File: src/design/fspt_pkg.sv
// Shared package of the flywheel shot phase tracker.
// Holds widths, configuration register indexes, reset values and the structs passed
// between modules. No dependencies.
package fspt_pkg;

	localparam int SAMPLE_BITS_DEF = 16;
	localparam int THROTTLE_W      = 17;
	localparam int TARGET_W        = 13;
	localparam int PHASE_W         = 3;
	localparam int CFG_DATA_W      = 16;
	localparam int CFG_INDEX_W     = 3;
	localparam int WINDOW_W        = 16;
	localparam int LIMIT_W         = 15;

	// Configuration register indexes.
	typedef enum logic [CFG_INDEX_W-1:0] {
		REG_CHANGE_WINDOW  = 3'd0,
		REG_SHOT_RISE      = 3'd1,
		REG_REBOUND_RISE   = 3'd2,
		REG_SETTLE_BAND    = 3'd3,
		REG_DECEL_VEL_BAND = 3'd4,
		REG_DECEL_ERR_BAND = 3'd5
	} cfg_reg_t;

	// Reset values of the configuration registers.
	localparam logic [WINDOW_W-1:0] RST_CHANGE_WINDOW  = 16'd25;
	localparam logic [LIMIT_W-1:0]  RST_SHOT_RISE      = 15'd50;
	localparam logic [LIMIT_W-1:0]  RST_REBOUND_RISE   = 15'd20;
	localparam logic [LIMIT_W-1:0]  RST_SETTLE_BAND    = 15'd1;
	localparam logic [LIMIT_W-1:0]  RST_DECEL_VEL_BAND = 15'd10;
	localparam logic [LIMIT_W-1:0]  RST_DECEL_ERR_BAND = 15'd5;

	typedef struct packed {
		logic [WINDOW_W-1:0] change_window_ticks;
		logic [LIMIT_W-1:0]  shot_rise_limit;
		logic [LIMIT_W-1:0]  rebound_rise_limit;
		logic [LIMIT_W-1:0]  settle_band;
		logic [LIMIT_W-1:0]  decel_velocity_band;
		logic [LIMIT_W-1:0]  decel_error_band;
	} cfg_t;

	// Phase tracker result for one item.
	typedef struct packed {
		logic [PHASE_W-1:0] phase;
		logic               stop_pulse;
		logic               reinit_pulse;
		logic               derivative_on;
	} track_res_t;

endpackage

File: src/design/flywheel_shot_phase_tracker.sv
// Flywheel shot phase tracker, top level. Depends on fspt_pkg, fspt_speed_map
// and fspt_phase_tracker.
// Each item passes three stages: input register, stage two, output register.
// Throughput: one item per cycle, one in each stage, unless out_stall holds it.
// Reset: arst_n clears the phase state, previous samples, window timer and valid
// bits, and loads the configuration registers with their default values.
module flywheel_shot_phase_tracker #(
	parameter int SAMPLE_BITS = fspt_pkg::SAMPLE_BITS_DEF
) (
	input  logic                                clk,
	input  logic                                arst_n,
	// Configuration write port.
	input  logic                                cfg_wr_en,
	input  logic [fspt_pkg::CFG_INDEX_W-1:0]    cfg_index,
	input  logic [fspt_pkg::CFG_DATA_W-1:0]     cfg_data,
	// Input channel.
	input  logic                                in_valid,
	output logic                                in_stall,
	input  logic [fspt_pkg::THROTTLE_W-1:0]     throttle_level,
	input  logic [SAMPLE_BITS-1:0]              setpoint_readback,
	input  logic signed [SAMPLE_BITS-1:0]       measured_velocity,
	input  logic signed [SAMPLE_BITS-1:0]       loop_error,
	// Result channel.
	output logic                                out_valid,
	input  logic                                out_stall,
	output logic [fspt_pkg::TARGET_W-1:0]       target_speed,
	output logic [fspt_pkg::PHASE_W-1:0]        phase,
	output logic                                stop_pulse,
	output logic                                reinit_pulse,
	output logic                                derivative_on
);

	fspt_pkg::cfg_t                     cfg_q;
	logic [fspt_pkg::THROTTLE_W-1:0]    th_s1;
	logic [SAMPLE_BITS-1:0]             sp_s1;
	logic signed [SAMPLE_BITS-1:0]      vel_s1;
	logic signed [SAMPLE_BITS-1:0]      err_s1;
	logic                               valid_s1;
	logic                               valid_s2;
	logic                               out_valid_q;
	logic                               out_ready;
	logic                               ready_s2;
	logic                               ready_s1;
	logic                               adv_s1;
	logic                               adv_s2;
	logic                               accept;
	logic [fspt_pkg::TARGET_W-1:0]      target_s2;
	fspt_pkg::track_res_t               res_s2;

	// Configuration registers. Writes must come only while the block is idle, so
	// that no item sees a register change in flight; the block does not enforce it.
	always_ff @(posedge clk or negedge arst_n) begin
		if (!arst_n) begin
			cfg_q.change_window_ticks <= fspt_pkg::RST_CHANGE_WINDOW;
			cfg_q.shot_rise_limit     <= fspt_pkg::RST_SHOT_RISE;
			cfg_q.rebound_rise_limit  <= fspt_pkg::RST_REBOUND_RISE;
			cfg_q.settle_band         <= fspt_pkg::RST_SETTLE_BAND;
			cfg_q.decel_velocity_band <= fspt_pkg::RST_DECEL_VEL_BAND;
			cfg_q.decel_error_band    <= fspt_pkg::RST_DECEL_ERR_BAND;
		end else if (cfg_wr_en) begin
			unique case (cfg_index)
				fspt_pkg::REG_CHANGE_WINDOW:  cfg_q.change_window_ticks <= cfg_data;
				fspt_pkg::REG_SHOT_RISE:      cfg_q.shot_rise_limit     <= cfg_data[14:0];
				fspt_pkg::REG_REBOUND_RISE:   cfg_q.rebound_rise_limit  <= cfg_data[14:0];
				fspt_pkg::REG_SETTLE_BAND:    cfg_q.settle_band         <= cfg_data[14:0];
				fspt_pkg::REG_DECEL_VEL_BAND: cfg_q.decel_velocity_band <= cfg_data[14:0];
				fspt_pkg::REG_DECEL_ERR_BAND: cfg_q.decel_error_band    <= cfg_data[14:0];
				default: begin
					// Indexes past the last register are ignored.
				end
			endcase
		end
	end

	// Each stage moves forward when the stage after it is empty or emptying.
	// A finished result waiting in the output register does not block the
	// earlier stages while they still have room.
	always_comb begin
		out_ready = !out_valid_q || !out_stall;
		adv_s2    = valid_s2 && out_ready;
		ready_s2  = !valid_s2 || out_ready;
		adv_s1    = valid_s1 && ready_s2;
		ready_s1  = !valid_s1 || ready_s2;
		accept    = in_valid && ready_s1;
		in_stall  = !ready_s1;
	end

	always_ff @(posedge clk or negedge arst_n) begin
		if (!arst_n) begin
			valid_s1    <= 1'b0;
			valid_s2    <= 1'b0;
			out_valid_q <= 1'b0;
		end else begin
			if (accept) begin
				valid_s1 <= 1'b1;
			end else if (adv_s1) begin
				valid_s1 <= 1'b0;
			end
			if (adv_s1) begin
				valid_s2 <= 1'b1;
			end else if (adv_s2) begin
				valid_s2 <= 1'b0;
			end
			if (adv_s2) begin
				out_valid_q <= 1'b1;
			end else if (out_ready) begin
				out_valid_q <= 1'b0;
			end
		end
	end

	// Input register.
	always_ff @(posedge clk) begin
		if (accept) begin
			th_s1  <= throttle_level;
			sp_s1  <= setpoint_readback;
			vel_s1 <= measured_velocity;
			err_s1 <= loop_error;
		end
	end

	// Target speed map; its partial result sits in stage two beside the
	// tracker result.
	fspt_speed_map u_speed_map (
		.clk         (clk),
		.load        (adv_s1),
		.throttle_s1 (th_s1),
		.target      (target_s2)
	);

	// Phase tracking; its state advances exactly once per item, as the item
	// leaves the input register.
	fspt_phase_tracker #(
		.SAMPLE_BITS (SAMPLE_BITS)
	) u_phase_tracker (
		.clk           (clk),
		.arst_n        (arst_n),
		.step          (adv_s1),
		.throttle_zero (th_s1 == '0),
		.setpoint      (sp_s1),
		.velocity      (vel_s1),
		.error         (err_s1),
		.cfg           (cfg_q),
		.res_s2        (res_s2)
	);

	// Output register; it holds while the result channel is stalled.
	always_ff @(posedge clk) begin
		if (adv_s2) begin
			target_speed  <= target_s2;
			phase         <= res_s2.phase;
			stop_pulse    <= res_s2.stop_pulse;
			reinit_pulse  <= res_s2.reinit_pulse;
			derivative_on <= res_s2.derivative_on;
		end
	end

	assign out_valid = out_valid_q;

endmodule

File: src/design/fspt_speed_map.sv
// Throttle to target speed map of the flywheel shot phase tracker.
// Front half registers a partial result in stage two, back half finishes the
// division by nine for the upper segment. Depends on fspt_pkg.
module fspt_speed_map (
	input  logic                               clk,
	input  logic                               load,
	input  logic [fspt_pkg::THROTTLE_W-1:0]    throttle_s1,
	output logic [fspt_pkg::TARGET_W-1:0]      target
);

	localparam logic [fspt_pkg::THROTTLE_W-1:0] THROTTLE_FULL = 17'd65536;
	localparam logic [fspt_pkg::THROTTLE_W-1:0] LO_LIMIT      = 17'd6554;
	localparam logic [31:0] LO_GAIN    = 32'd31900;
	localparam logic [31:0] LO_ROUND   = 32'd32768;
	localparam logic [12:0] LO_BASE    = 13'd10;
	localparam logic [25:0] HI_GAIN    = 26'd625;
	localparam logic [25:0] HI_OFFSET  = 26'd4077568;
	localparam logic [29:0] RECIP_NINE = 30'd58255;
	localparam logic [12:0] HI_BASE    = 13'd3200;

	logic [fspt_pkg::THROTTLE_W-1:0] th_sat;
	logic [31:0] lo_prod;
	logic [12:0] lo_target;
	logic [25:0] hi_num;
	logic        lo_sel;
	logic [13:0] part;
	logic        lo_sel_s2;
	logic [13:0] part_s2;
	logic [29:0] quot_prod;

	// The upper segment is 3200 + floor((625*th - 4077568) / 36864); the
	// division by 4096 is a shift here, the division by nine comes next stage.
	always_comb begin
		th_sat    = (throttle_s1 > THROTTLE_FULL) ? THROTTLE_FULL : throttle_s1;
		lo_sel    = th_sat < LO_LIMIT;
		lo_prod   = 32'(th_sat) * LO_GAIN + LO_ROUND;
		lo_target = 13'(lo_prod >> 16) + LO_BASE;
		hi_num    = 26'(th_sat) * HI_GAIN - HI_OFFSET;
		part      = lo_sel ? {1'b0, lo_target} : hi_num[25:12];
	end

	always_ff @(posedge clk) begin
		if (load) begin
			lo_sel_s2 <= lo_sel;
			part_s2   <= part;
		end
	end

	// The partial value stays below 9005, where multiplying by 58255 and
	// dropping 19 bits divides by nine exactly.
	always_comb begin
		quot_prod = 30'(part_s2) * RECIP_NINE;
		target    = lo_sel_s2 ? part_s2[12:0] : HI_BASE + 13'(quot_prod >> 19);
	end

endmodule

File: src/design/fspt_phase_tracker.sv
// Phase state machine of the flywheel shot phase tracker: previous samples,
// setpoint change window, derivative select. Depends on fspt_pkg.
module fspt_phase_tracker #(
	parameter int SAMPLE_BITS = fspt_pkg::SAMPLE_BITS_DEF
) (
	input  logic                          clk,
	input  logic                          arst_n,
	input  logic                          step,
	input  logic                          throttle_zero,
	input  logic        [SAMPLE_BITS-1:0] setpoint,
	input  logic signed [SAMPLE_BITS-1:0] velocity,
	input  logic signed [SAMPLE_BITS-1:0] error,
	input  fspt_pkg::cfg_t                cfg,
	output fspt_pkg::track_res_t          res_s2
);

	// Compare width holds a sample difference and any limit with a sign bit.
	localparam int CW = (SAMPLE_BITS + 1 > fspt_pkg::LIMIT_W) ? SAMPLE_BITS + 2
		: fspt_pkg::LIMIT_W + 1;

	typedef enum logic [fspt_pkg::PHASE_W-1:0] {
		PH_OFF    = 3'd0,
		PH_INIT   = 3'd1,
		PH_SHOOT  = 3'd2,
		PH_BANG   = 3'd3,
		PH_STEADY = 3'd4
	} phase_t;

	phase_t                          phase_q;
	phase_t                          phase_a;
	phase_t                          phase_n;
	logic        [SAMPLE_BITS-1:0]   last_sp_q;
	logic signed [SAMPLE_BITS-1:0]   last_vel_q;
	logic signed [SAMPLE_BITS-1:0]   last_err_q;
	logic [fspt_pkg::WINDOW_W-1:0]   window_q;
	logic [fspt_pkg::WINDOW_W-1:0]   window_cur;
	logic [fspt_pkg::WINDOW_W-1:0]   window_n;
	logic                            flag_q;
	logic                            flag_a;
	logic                            flag_n;
	logic                            reinit;
	logic                            recent;
	logic signed [CW-1:0]            rise;
	logic signed [CW-1:0]            derr;
	logic signed [CW-1:0]            dvel;
	logic signed [CW-1:0]            dvel_abs;
	logic signed [CW-1:0]            shot_lim;
	logic signed [CW-1:0]            rebound_lim;
	logic signed [CW-1:0]            settle_lim;
	logic signed [CW-1:0]            dvel_lim;
	logic signed [CW-1:0]            derr_lim;

	always_comb begin
		rise        = CW'(error) - CW'(last_err_q);
		derr        = rise[CW-1] ? -rise : rise;
		dvel        = CW'(last_vel_q) - CW'(velocity);
		dvel_abs    = dvel[CW-1] ? -dvel : dvel;
		shot_lim    = CW'(cfg.shot_rise_limit);
		rebound_lim = CW'(cfg.rebound_rise_limit);
		settle_lim  = CW'(cfg.settle_band);
		dvel_lim    = CW'(cfg.decel_velocity_band);
		derr_lim    = CW'(cfg.decel_error_band);

		// A setpoint change restarts the suppression window at one.
		window_cur = (setpoint != last_sp_q) ? 16'd1 : window_q;
		recent     = (window_cur != '0) && (window_cur <= cfg.change_window_ticks);

		// Zero throttle forces the off phase first; leaving bang-bang that way
		// still sets the derivative select.
		phase_a = throttle_zero ? PH_OFF : phase_q;
		flag_a  = (throttle_zero && phase_q == PH_BANG) ? 1'b1 : flag_q;
		phase_n = phase_a;
		flag_n  = flag_a;
		reinit  = 1'b0;

		unique case (phase_a)
			PH_OFF: begin
				if (!throttle_zero) begin
					phase_n = PH_INIT;
					flag_n  = 1'b0;
					reinit  = 1'b1;
				end
			end
			PH_INIT: begin
				priority if (derr <= settle_lim) begin
					phase_n = PH_STEADY;
				end else if (rise > shot_lim && !recent) begin
					phase_n = PH_SHOOT;
				end
			end
			PH_SHOOT: begin
				if (dvel_abs < dvel_lim || derr < derr_lim) begin
					phase_n = PH_BANG;
					flag_n  = 1'b0;
				end
			end
			PH_BANG: begin
				priority if (derr <= settle_lim) begin
					phase_n = PH_STEADY;
					flag_n  = 1'b1;
				end else if (rise > rebound_lim && !recent) begin
					phase_n = PH_SHOOT;
					flag_n  = 1'b1;
				end
			end
			PH_STEADY: begin
				if (rise > shot_lim && !recent) begin
					phase_n = PH_SHOOT;
				end
			end
			default: begin
				phase_n = PH_OFF;
			end
		endcase

		// A running window stops once it reaches its length.
		if (window_cur == '0 || window_cur >= cfg.change_window_ticks) begin
			window_n = '0;
		end else begin
			window_n = window_cur + 16'd1;
		end
	end

	always_ff @(posedge clk or negedge arst_n) begin
		if (!arst_n) begin
			phase_q    <= PH_OFF;
			last_sp_q  <= '0;
			last_vel_q <= '0;
			last_err_q <= '0;
			window_q   <= '0;
			flag_q     <= 1'b0;
			res_s2     <= '0;
		end else if (step) begin
			phase_q    <= phase_n;
			last_sp_q  <= setpoint;
			last_vel_q <= velocity;
			last_err_q <= error;
			window_q   <= window_n;
			flag_q     <= flag_n;
			res_s2.phase         <= phase_n;
			res_s2.stop_pulse    <= throttle_zero;
			res_s2.reinit_pulse  <= reinit;
			res_s2.derivative_on <= flag_n;
		end
	end

endmodule

File: config.mk
export PLATFORM = sky130hd
export DESIGN_NAME = flywheel_shot_phase_tracker
export DESIGN_NICKNAME = d
export VERILOG_FILES = /design/src/design/fspt_pkg.sv /design/src/design/flywheel_shot_phase_tracker.sv /design/src/design/fspt_speed_map.sv /design/src/design/fspt_phase_tracker.sv
export SDC_FILE = /design/constraint.sdc
export NUM_CORES = 1
export LEC_CHECK = 0
export BUFFER_PORTS_ARGS = -buffer_cell sky130_fd_sc_hd__buf_2
export CORE_ASPECT_RATIO = 2
export CORE_MARGIN = 2
export CORE_UTILIZATION = 55
export CTS_CLUSTER_SIZE = 28
export DETAILED_ROUTE_END_ITERATION = 12
export PLACE_DENSITY = 0.77
export SYNTH_ARGS = -nofsm -noshare
export SYNTH_HDL_FRONTEND = slang
export SYNTH_SLANG_ARGS = --single-unit
File: constraint.sdc
create_clock -name clk -period 10.8 [get_ports clk]
set_input_delay 0.54 -clock clk [delete_from_list [all_inputs] [get_ports clk]]
set_output_delay 0.54 -clock clk [all_outputs]
set_load 0.02 [all_outputs]
* Word level (Yosys, flattened, before mapping)
Cells that the tools add are included. W data, S select, Z words.
Operators by class: order comparisons 9, reduce and logical (&&, ||, !) cells 32, mux-type cells 29, multiply operators 3, eq/ne operators 11, add/subtract/negate cells 9
Operators by type and width (number):
- $gt A18 B16 Y1 | 2
- $lt A18 B16 Y1 | 2
- $mux W18 | 2
- $neg A18 Y18 | 2
- $sub A16 B16 Y17 | 2
- $mux W16 | 2
- $mul A14 B16 Y30 const B | 1
- $add A29 B16 Y29 const B | 1
- $mul A17 B13 Y27 const B | 1
- $mul A17 B10 Y26 const B | 1
- $mux W13 | 2
- $sub A26 B22 Y26 const B | 1
- $mux W3 | 7
- $le A18 B16 Y1 | 1
- $gt A17 B17 Y1 const B | 1
- $logic_not A17 Y1 | 1
- $lt A17 B13 Y1 const B | 1
- $mux W17 | 1
- $add A16 B1 Y16 const B | 1
- $ge A16 B16 Y1 | 1
- $le A16 B16 Y1 | 1
- $logic_not A16 Y1 | 1
- $ne A16 B16 Y1 | 1
- $reduce_bool A16 Y1 | 1
- 14 further kinds | 56
Word-level totals: output and inout port bits 21, bits in registers 263, input bits 89

* Longest topological paths before layout
Gate-level depths: netlist (run 1).
depth in word-level cells 9, gate-level depth with buffers 30, gate-level depth less buffers 28

* Cells and area by module
Synthesis (run 1) repeated with hierarchy kept, for this count alone.
Second synthesis, totals: cell total of the unflattened synthesis 2532, area total of the unflattened synthesis 25934.9 µm²
By module, submodules not included:
- fspt_speed_map | sequential area each 450.4 µm², area each 11512.3 µm², times used 1, cells each 1211
- fspt_phase_tracker | sequential area each 1751.7 µm², area each 8241.7 µm², times used 1, cells each 1021
- flywheel_shot_phase_tracker | sequential area each 4890.9 µm², area each 6180.9 µm², times used 1, cells each 300

* Least setup slack after synthesis (run 1)
No wires, ideal clock.
kind register to register, from register th_s1[2] (netlist name), to register u_speed_map.part_s2[12], data pin, path slack 2914 ps, path buffers 2, setup time 158 ps, stages on the path, launching flop included 29, clock period less this slack 7886 ps, arrival time 7728 ps, path through edfxtp_1 nor4_1 a41o_1 clkbuf_1 clkbuf_1 nand2_1 ha_1 ha_1 inv_1 fa_1 inv_1 fa_1 fa_1 inv_1 fa_1 inv_1 ha_1 a21oi_1 o21ai_0 or4_1 o211a_1 ha_1 nand4_1 nor2_1 or4_1 a31oi_2 nand3_1 o311a_1 a211oi_2
On the way: longest elaborated chain between the ends 6
RTL lines:
- start, declared | RTL line flywheel_shot_phase_tracker.sv:34 | logic [fspt_pkg::THROTTLE_W-1:0] th_s1;
- start signal, assigned | RTL line flywheel_shot_phase_tracker.sv:115 | th_s1 <= throttle_level;
- $gt A17 B17 Y1 | RTL line fspt_speed_map.sv:34 | th_sat = (throttle_s1 > THROTTLE_FULL) ? THROTTLE_FULL : throttle_s1;
- $mux W17 (*) | RTL line fspt_speed_map.sv:34
- $mul A17 B13 Y27 | RTL line fspt_speed_map.sv:36 | lo_prod = 32'(th_sat) * LO_GAIN + LO_ROUND;
- $add A29 B16 Y29 | RTL line fspt_speed_map.sv:36
- $add A13 B4 Y13 | RTL line fspt_speed_map.sv:37 | lo_target = 13'(lo_prod >> 16) + LO_BASE;
- $mux W13 (*) | RTL line fspt_speed_map.sv:39 | part = lo_sel ? {1'b0, lo_target} : hi_num[25:12];
- named net u_speed_map.part[12] | RTL line fspt_speed_map.sv:26 | logic [13:0] part;
- end signal, assigned | RTL line fspt_speed_map.sv:45 | part_s2 <= part;
- end, declared | RTL line fspt_speed_map.sv:28 | logic [13:0] part_s2;
The timed path passes the listed nets; every way through them passes the cells marked *. A chain may end at the register's enable or synchronous reset.

* Worst setup path after layout (run 1)
Same ends and word-level chain as after synthesis.

==> impl_metrics.json, run 1 <==
{
  "status": "finished clean",
  "final_common_cell": "inv_1",
  "cp.arrival_ps": 9250,
  "slew_violations": 0,
  "die_h_um": 308,
  "cp_num_cells": 26,
  "htreeDepth": 1,
  "dp.cells": 3241,
  "synth-seq-cells": 263,
  "clk_pin_slew_ps": 70,
  "finalSetupTns_ps": 0,
  "finalClockSkew_ps": 29.7,
  "num_rows": 111,
  "routedWlPerCell_um": 21.9,
  "fin_cells": 3298,
  "tightest_slew_ps": 1240,
  "syn_avg_cell_area_um2": 9.77,
  "chipWidth_um": 156,
  "grt_use_met1": 0.264,
  "seq_area_um2": 7090,
  "cp-start-kind": "flip-flop",
  "hold_class": "in -> reg",
  "gr-total-overflow": 0,
  "ys_warn_count": 0,
  "path_delay_family": "adder cells",
  "netlist-cell-type-count": 92,
  "cts_resized": 0,
  "grt_pass1_wl_um": 112000,
  "ys.flop_type": "dfrtp_1",
  "multi_input_area_um2": 16500,
  "async_reset_ff_frac": 0.624,
  "crit_buf_inv": 3,
  "die-area_um2": 48100,
  "worst_r2r_endpoint": "u_speed_map.part_s2[12]",
  "ioPinCount": 110,
  "grt_util_met2": 0.591,
  "cts_tree": "done",
  "final_cell_mix": "444 x inv_1, 393 x ha_1, 252 x nand2_1",
  "drive_above_1_share": 0.0961,
  "reg2reg_slack_ps": 1960,
  "dr.pass1.iters": 6,
  "synthCells": 2602,
  "critPathMostFrequentCell": "fa_1",
  "track_usage": 0.310,
  "fin_crit_sh": 0.818,
  "fmax_mhz": 113,
  "holdPathStages": 1,
  "period_minus_slack_ps": 8840,
  "finalSetupViolCount": 0,
  "grt_antenna_before_repair": 10,
  "clock_latency_ps": 590,
  "rr_worst_depth": 26,
  "relSlewSlack": 0.162,
  "critical_path.endpoint_type": "flip-flop",
  "io_buffers": 109,
  "first_global_vias": 20900,
  "coreArea_um2": 45700,
  "maxCapViolCount": 0,
  "cts_setup_buffers": 0,
  "start_util": 0.557,
  "grt_setup_unrepaired": "false",
  "whs_endpoint": "th_s1[2]",
  "path_class": "reg -> reg",
  "synth_top_area_share": 0.193,
  "min_from": "throttle_level[2]",
  "cts_buffers": 27,
  "n_fill_cell": 3830,
  "crit_path_max_fanout": 20,
  "synth_seq_area_share": 0.279,
  "ant_nets": 0,
  "clock_sinks": 263,
  "slowest_delay_ps": 620,
  "drc_errors": 0,
  "cp.required_ps": 11210,
  "synthTopCellsByArea": "ha_1 19%, dfrtp_1 15%, fa_1 15%, edfxtp_1 12%, inv_1 6.6%",
  "routed_via_density": 5.83,
  "drt-total-wl_um": 72400,
  "timing_hold_violations_final": 0,
  "syn_nets": 3272,
  "grt_busiest_layer": "met2",
  "clock_path_buffers": 3,
  "root_buffer": "clkbuf_16",
  "grt_max_degree": 77,
  "dr.first_iter.drc_count": 950,
  "slowest_stage": "a41o_1",
  "place.gp.congestion": 1.07,
  "dr_total_vias": 19200,
  "syn_area_um2": 25400,
  "r2r-start": "th_s1[2]",
  "met3_usage": 0.0454,
  "fin_nets": 3376,
  "areaGrowthSynthToFinish_pct": 8.66,
  "synth.largest_area_cell": "ha_1",
  "post-dp-hpwl_um": 59900,
  "synth_edf_count": 99
}
==> through the flow <==
stage / utilization / cell area, µm² / hold WS (ps) / setup WS [ps]
after CTS: 0.604 / 27600 / 99.4 / 2050
after detailed placement: 0.583 / 26700 / 437 / 2090
after global placement: 0.583 / 26700 / 441 / 2270
final: 0.605 / 27600 / 120 / 1960
after global routing: 0.605 / 27600 / 104 / 1520
after floorplan: - / 25400 / 244 / 2910
==> layout make-up <==
type / count / area share
sequential: 263 / 0.257
antenna: 6 / 0.000543
inverter: 445 / 0.0604
tap: 565 / 0.0256
multi-input combinational: 1845 / 0.598
clock inverter: 13 / 0.00552
clock buffer: 37 / 0.0288
timing repair buffer: 124 / 0.0241
==> worst register-to-register path: cells and delay by family, from the launching register on <==
| family | cells | cell delay (ps) |
|---|---|---|
| and+or+nand+nor | 8 | 2820 |
| AOI/OAI and AO/OA | 7 | 2060 |
| xor gates and xnor gates | 1 | 180 |
| DFF | 1 | 470 |
| adders and majority gates | 7 | 2960 |
| buffers and inverters | 3 | 200 |
==> synthesized netlist by cell type (all sizes together) (7+ instances only) <==
cell / n
a2111oi: 8
a211oi: 7
a21boi: 8
a21o: 46
a21oi: 85
a221oi: 7
a31oi: 14
and2: 29
and3: 29
clkbuf: 46
dfrtp: 151
dfstp: 13
edfxtp: 99
fa: 188
ha: 393
inv: 444
mux2: 37
nand2: 253
nand2b: 21
nand3: 39
nand4: 24
nor2: 97
nor2b: 20
nor3: 37
nor4: 14
o211ai: 12
o21a: 19
o21ai: 174
o31ai: 9
or2: 7
or3: 15
or4: 7
xnor2: 96
xor2: 39
==> flip-flops by register name (all words and copies together), names as in the netlist, 3 cells and up <==
signal and flops:
cfg_q 91, th_s1 17, err_s1 16, sp_s1 16, u_phase_tracker.last_err_q 16, u_phase_tracker.last_sp_q 16
u_phase_tracker.last_vel_q 16, u_phase_tracker.window_q 16, vel_s1 16, u_speed_map.part_s2 14, target_speed 13, u_phase_tracker.res_s2 6
phase 3
==> layer usage <==
| metal | routed length, µm | vias to the layer above |
|---|---|---|
| met5 | 31 | - |
| met4 | 8550 | 6 |
| met3 | 2760 | 304 |
| met2 | 39000 | 528 |
| met1 | 22000 | 9351 |
| li1 | - | 9041 |
==> kinds of logic (layout without fill, tap and decap cells) <==
kind of cell | after synthesis | in the layout | synth area share
flip-flops | 263 | 263 | 0.279
XOR/XNOR | 135 | 135 | 0.0477
AO/OA/AOI/OAI | 465 | 465 | 0.120
adder cells (fa/ha/maj) | 581 | 581 | 0.341
multiplexers | 42 | 42 | 0.0184
AND/OR/NAND/NOR | 622 | 622 | 0.120
buffers and inverters | 494 | 619 | 0.0731
other | 0 | 6 | 0
==> how the worst max path moves through the flow <==
stage               startpoint                 endpoint  slack [ps]
global route          th_s1[2]  u_speed_map.part_s2[12]        1520
detailed placement    th_s1[2]  u_speed_map.part_s2[12]        2090
floorplan             th_s1[2]  u_speed_map.part_s2[12]        2910
finish                th_s1[2]  u_speed_map.part_s2[12]        1960
CTS                   th_s1[2]  u_speed_map.part_s2[12]        2050
global placement      th_s1[2]  u_speed_map.part_s2[12]        2270
==> repair_timing <==
action | in CTS | in global routing
hold endpoints to repair | 42 | 0
hold buffers | 1 | 0
setup endpoints to repair | 0 | 0
Power of run 1 is left out: the tool's default activity adds up to more than one toggle a clock period on the data nets, which glitch-free logic cannot reach.
==> run 2: changes to the inputs <==
==> constraint.sdc (replaced) <==
create_clock -name clk -period 8.2 [get_ports clk]
set_input_delay 0.41 -clock clk [delete_from_list [all_inputs] [get_ports clk]]
set_output_delay 0.41 -clock clk [all_outputs]
set_load 0.02 [all_outputs]
==> run 2 against run 1 <==
Hold slack worse by 110 ps. Utilization is 1.4 points higher. Count of clock-buffer cells in the layout is 6 lower. First-iteration DRC count is 10% higher. Die area stayed put.
==> impl_metrics.json, run 2 (synthesis results as in run 1) <==
{
  "status": "finished clean",
  "post-dp-hpwl_um": 58100,
  "holdWs_ps": 13.7,
  "final_common_cell": "inv_1",
  "grt_pass1_wl_um": 111000,
  "routed_via_density": 5.83,
  "track_usage": 0.305,
  "regMostFlops": "cfg_q",
  "coreArea_um2": 45700,
  "chipWidth_um": 156,
  "dr.pass1.iters": 5,
  "grt_busiest_layer": "met2",
  "grt_setup_unrepaired": "true",
  "dr_total_vias": 19600,
  "clock_path_buffers": 3,
  "ant_nets": 0,
  "relSlewSlack": 0.177,
  "cp-start-kind": "flip-flop",
  "routedWlPerCell_um": 21.4,
  "path_class": "reg -> reg",
  "critical_path.endpoint_type": "flip-flop",
  "cts_tree": "done",
  "die-area_um2": 48100,
  "n_fill_cell": 3661,
  "hold_class": "in -> reg",
  "first_global_vias": 20900,
  "fin_crit_sh": 0.953,
  "cts_buffers": 26,
  "grt_use_met1": 0.278,
  "grt_util_met2": 0.588,
  "reg_top3": "cfg_q (91), th_s1 (17)",
  "cp.arrival_ps": 8140,
  "drt-total-wl_um": 71900,
  "dpl_cell_area_um2": 26800,
  "final_cell_mix": "441 x inv_1, 392 x ha_1, 252 x nand2_1",
  "die_h_um": 308,
  "ioPinCount": 110,
  "htreeDepth": 1,
  "clk_pin_slew_ps": 80,
  "timing_hold_violations_final": 0,
  "dr.first_iter.drc_count": 1045,
  "fin_nets": 3441,
  "stdcell_area_um2": 28300,
  "root_buffer": "clkbuf_16",
  "reg2reg_slack_ps": 380,
  "gr-total-overflow": 0,
  "io_buffers": 109,
  "grt_antenna_before_repair": 5,
  "period_minus_slack_ps": 7820,
  "finalClockSkew_ps": 31.6,
  "fmax_mhz": 128,
  "finalSetupViolCount": 0,
  "fin_cells": 3359,
  "largest_register_ff_count": 91,
  "start_util": 0.557,
  "grt_max_degree": 100,
  "crit_path_max_fanout": 9,
  "met3_usage": 0.0407,
  "place.gp.congestion": 1.02,
  "clock_sinks": 263,
  "fin_util": 0.619,
  "cp.required_ps": 8520,
  "areaGrowthSynthToFinish_pct": 11.2,
  "num_rows": 111,
  "drive_above_1_share": 0.107,
  "drc_errors": 0,
  "tightest_slew_ps": 1230,
  "maxCapViolCount": 0,
  "slew_violations": 0,
  "dp.cells": 3266,
  "clock_latency_ps": 590
}
==> run 2: area by class of cell <==
| class | instances | area [µm²] | share of cell area |
|---|---|---|---|
| Inverter | 445 | 1670 | 0.0592 |
| Tap cell | 565 | 707 | 0.0250 |
| Timing Repair Buffer | 190 | 1250 | 0.0444 |
| Antenna cell | 3 | 7.51 | 0.000265 |
| Sequential cell | 263 | 7090 | 0.251 |
| Multi-Input combinational cell | 1845 | 16600 | 0.586 |
| Clock inverter | 17 | 267 | 0.00942 |
| Clock buffer | 31 | 702 | 0.0248 |
==> run 2: worst max-delay path, stage by stage (launching register included) <==
cell and delay [ps]:
edfxtp_1 430, nor4_2 400, a41o_2 350, nand2_1 120, ha_1 360, ha_1 310, inv_1 60, fa_1 500
inv_1 60, fa_1 540, fa_1 560, inv_1 60, fa_1 520, inv_1 40, ha_1 310, a21oi_1 220
o21ai_0 170, or4_1 500, o211a_1 250, ha_2 240, nand4_1 110, buf_4 150, o21ai_0 110, and4_1 310
nor4_2 380, o21ai_1 150, xnor2_1 260, o21ai_1 90
==> run 2: worst paths after layout <==
kind,end,start,cells past startpoint
max in group asynchronous,cfg_q[59],arst_n,3
worst min-delay path,sp_s1[0],setpoint_readback[0],1
worst min register to register,stop_pulse,u_phase_tracker.res_s2[2],0
worst max-delay path,u_speed_map.part_s2[8],th_s1[15],27
min in group asynchronous,u_phase_tracker.last_vel_q[3],arst_n,2
worst max register to register,u_speed_map.part_s2[8],th_s1[15],27
==> run 2: timing repair <==
item | 4_1_cts | 5_1_grt
setup buffers | 0 | 4
endpoints found under the setup margin | 0 | 8
hold buffers | 38 | 0
gates resized for setup | 0 | 12
endpoints found under the hold margin | 118 | 0
==> run 2: stage by stage <==
stage | setup TNS, ps | worst slack, ps
floorplan | 0 | 314
global placement | 0 | 405
detailed placement | 0 | 250
CTS | 0 | 197
global route | -250 | -109
finish | 0 | 382
==> run 2: per-layer routing <==
metal | vias to the layer above | wire [µm] | part of all wire
met5 | - | 28 | 0.00039
met4 | 4 | 7120 | 0.099
met3 | 294 | 2900 | 0.040
met2 | 592 | 39000 | 0.54
met1 | 9510 | 22800 | 0.32
li1 | 9168 | - | -
Power of run 2 is left out for the same reason.
==> run 3: changes to the inputs <==
--- a/config.mk
+++ b/config.mk
@@ -11,7 +11,9 @@
 export CORE_UTILIZATION = 55
 export CTS_CLUSTER_SIZE = 28
 export DETAILED_ROUTE_END_ITERATION = 12
-export PLACE_DENSITY = 0.77
+export HOLD_SLACK_MARGIN = 0.06
+export MAX_ROUTING_LAYER = met4
+export PLACE_DENSITY = 0.8
 export SYNTH_ARGS = -nofsm -noshare
 export SYNTH_HDL_FRONTEND = slang
 export SYNTH_SLANG_ARGS = --single-unit
==> constraint.sdc (replaced) <==
create_clock -name clk -period 6.8 [get_ports clk]
set_input_delay 0.34 -clock clk [delete_from_list [all_inputs] [get_ports clk]]
set_output_delay 0.34 -clock clk [all_outputs]
set_load 0.02 [all_outputs]
==> run 3 against run 2 <==
The run now ends with negative setup slack left. Setup slack worse by 960 ps. Count of clock-buffer cells in the layout up 1. Hold slack better by 63 ps. Critical endpoint is now u_speed_map.part_s2[7].
==> impl_metrics.json, run 3 (synthesis results as in run 1) <==
{
  "reg_top3": "cfg_q (91), th_s1 (17)",
  "n_fill_cell": 3386,
  "relSlewSlack": 0.182,
  "cts_tree": "done",
  "grt_pass1_wl_um": 116000,
  "timing_hold_violations_final": 0,
  "violations": "negative setup slack",
  "fmax_mhz": 136,
  "crit_path_max_fanout": 5,
  "gr-total-overflow": 0,
  "post-dp-hpwl_um": 59100,
  "path_class": "reg -> reg",
  "track_usage": 0.325,
  "regMostFlops": "cfg_q",
  "setup_ws_ps": -575,
  "root_buffer": "clkbuf_16",
  "grt_max_degree": 105,
  "areaGrowthSynthToFinish_pct": 20.5,
  "ioPinCount": 110,
  "period_minus_slack_ps": 7380,
  "fin_util": 0.671,
  "tightest_slew_ps": 1210,
  "maxCapViolCount": 0,
  "critical_path.endpoint_type": "flip-flop",
  "die-area_um2": 48100,
  "multi_input_area_um2": 17100,
  "drt-total-wl_um": 74600,
  "ant_nets": 0,
  "die_h_um": 308,
  "cp-start-kind": "flip-flop",
  "status": "finished, violations left",
  "reg2reg_slack_ps": -580,
  "clock_path_buffers": 3,
  "final_cell_mix": "431 x inv_1, 380 x ha_1, 239 x nand2_1",
  "grt_antenna_before_repair": 6,
  "final_common_cell": "inv_1",
  "drive_above_1_share": 0.189,
  "dr.first_iter.drc_count": 1082,
  "critPathMostFrequentCell": "fa_1",
  "largest_register_ff_count": 91,
  "first_global_vias": 22500,
  "cts_buffers": 27,
  "seq_area_um2": 7090,
  "htreeDepth": 1,
  "finalSetupViolCount": 10,
  "finalSetupTns_ps": -3850,
  "num_rows": 111,
  "dr_total_vias": 20700,
  "grt_setup_unrepaired": "true",
  "fin_nets": 3662,
  "chipWidth_um": 156,
  "place.gp.congestion": 1.01,
  "dr.pass1.iters": 5,
  "routed_via_density": 5.78,
  "routedWlPerCell_um": 20.8,
  "hold_class": "in -> reg",
  "io_buffers": 109,
  "fin_crit_sh": 1.08,
  "coreArea_um2": 45700,
  "cp.required_ps": 7120,
  "finalClockSkew_ps": 16.0,
  "drc_errors": 0,
  "clock_sinks": 263,
  "slowest_stage": "fa_2",
  "slowest_delay_ps": 640,
  "cp.arrival_ps": 7690,
  "slew_violations": 0,
  "clock_latency_ps": 580,
  "clk_pin_slew_ps": 70,
  "start_util": 0.557
}
==> run 3: changes by cell type in the layout (fill, tap and decap cells not counted), sizes merged <==
| cell | change |
|---|---|
| clkinv | +1 |
| clkinvlp | -3 |
| buf | +186 |
| bufinv | -1 |
| dlygate4sd3 | +34 |
| inv | +4 |
| clkbuf | +1 |
| diode | +4 |
==> run 3: path summary, 6_finish.rpt <==
path,from,to,cells past startpoint
max,th_s1[8],u_speed_map.part_s2[7],28
min,cfg_data[10],cfg_q[25],3
max reg2reg,th_s1[8],u_speed_map.part_s2[7],28
min reg2reg,u_phase_tracker.res_s2[2],stop_pulse,0
max in group asynchronous,arst_n,u_phase_tracker.last_err_q[12],3
min in group asynchronous,arst_n,u_phase_tracker.last_sp_q[10],2
==> run 3: worst max-delay path, delay by kind of cell, from the launching register on <==
family / cells / cell delay (ps)
AO/OA/AOI/OAI: 5 / 1030
XOR/XNOR: 1 / 160
adder cells (fa/ha/maj): 6 / 2670
buffers and inverters: 6 / 570
flip-flops: 1 / 460
multiplexers: 2 / 490
AND/OR/NAND/NOR: 8 / 1750
==> run 3: final cells by class <==
cell class | instances | area share
antenna | 7 | 0.000571
clock buffer | 32 | 0.0233
clock inverter | 18 | 0.00751
inverter | 445 | 0.0551
multi-input combinational | 1845 | 0.559
sequential | 263 | 0.231
tap | 565 | 0.0231
timing repair buffer | 410 | 0.0996
==> run 3: what timing repair did <==
item	CTS	global route
resized for setup	48	41
pin swaps	40	33
hold buffers	72	0
setup endpoints to repair	10	11
hold endpoints to repair	164	0
buffers inserted	12	10
==> run 3: routing by layer <==
layer  global-route usage  wire, µm  vias to the layer above
met5                    -         0                        -
met4                0.277      8220                        0
met3               0.0419      3360                      380
met2                0.592     39100                      707
met1                0.293     23900                    10000
li1                     -         -                     9616
==> run 3: metrics by stage <==
stage | setup WS [ps] | cell area (µm²) | cells | hold slack [ps]
floorplan | -200 | 25700 | 2602 | 44.4
global placement | -442 | 28400 | 3435 | 433
detailed placement | -592 | 28400 | 3435 | 436
CTS | -387 | 30400 | 3569 | 60.3
global route | -777 | 30600 | 3584 | 81.1
finish | -575 | 30700 | 3585 | 77.1
Power of run 3 is left out for the same reason.
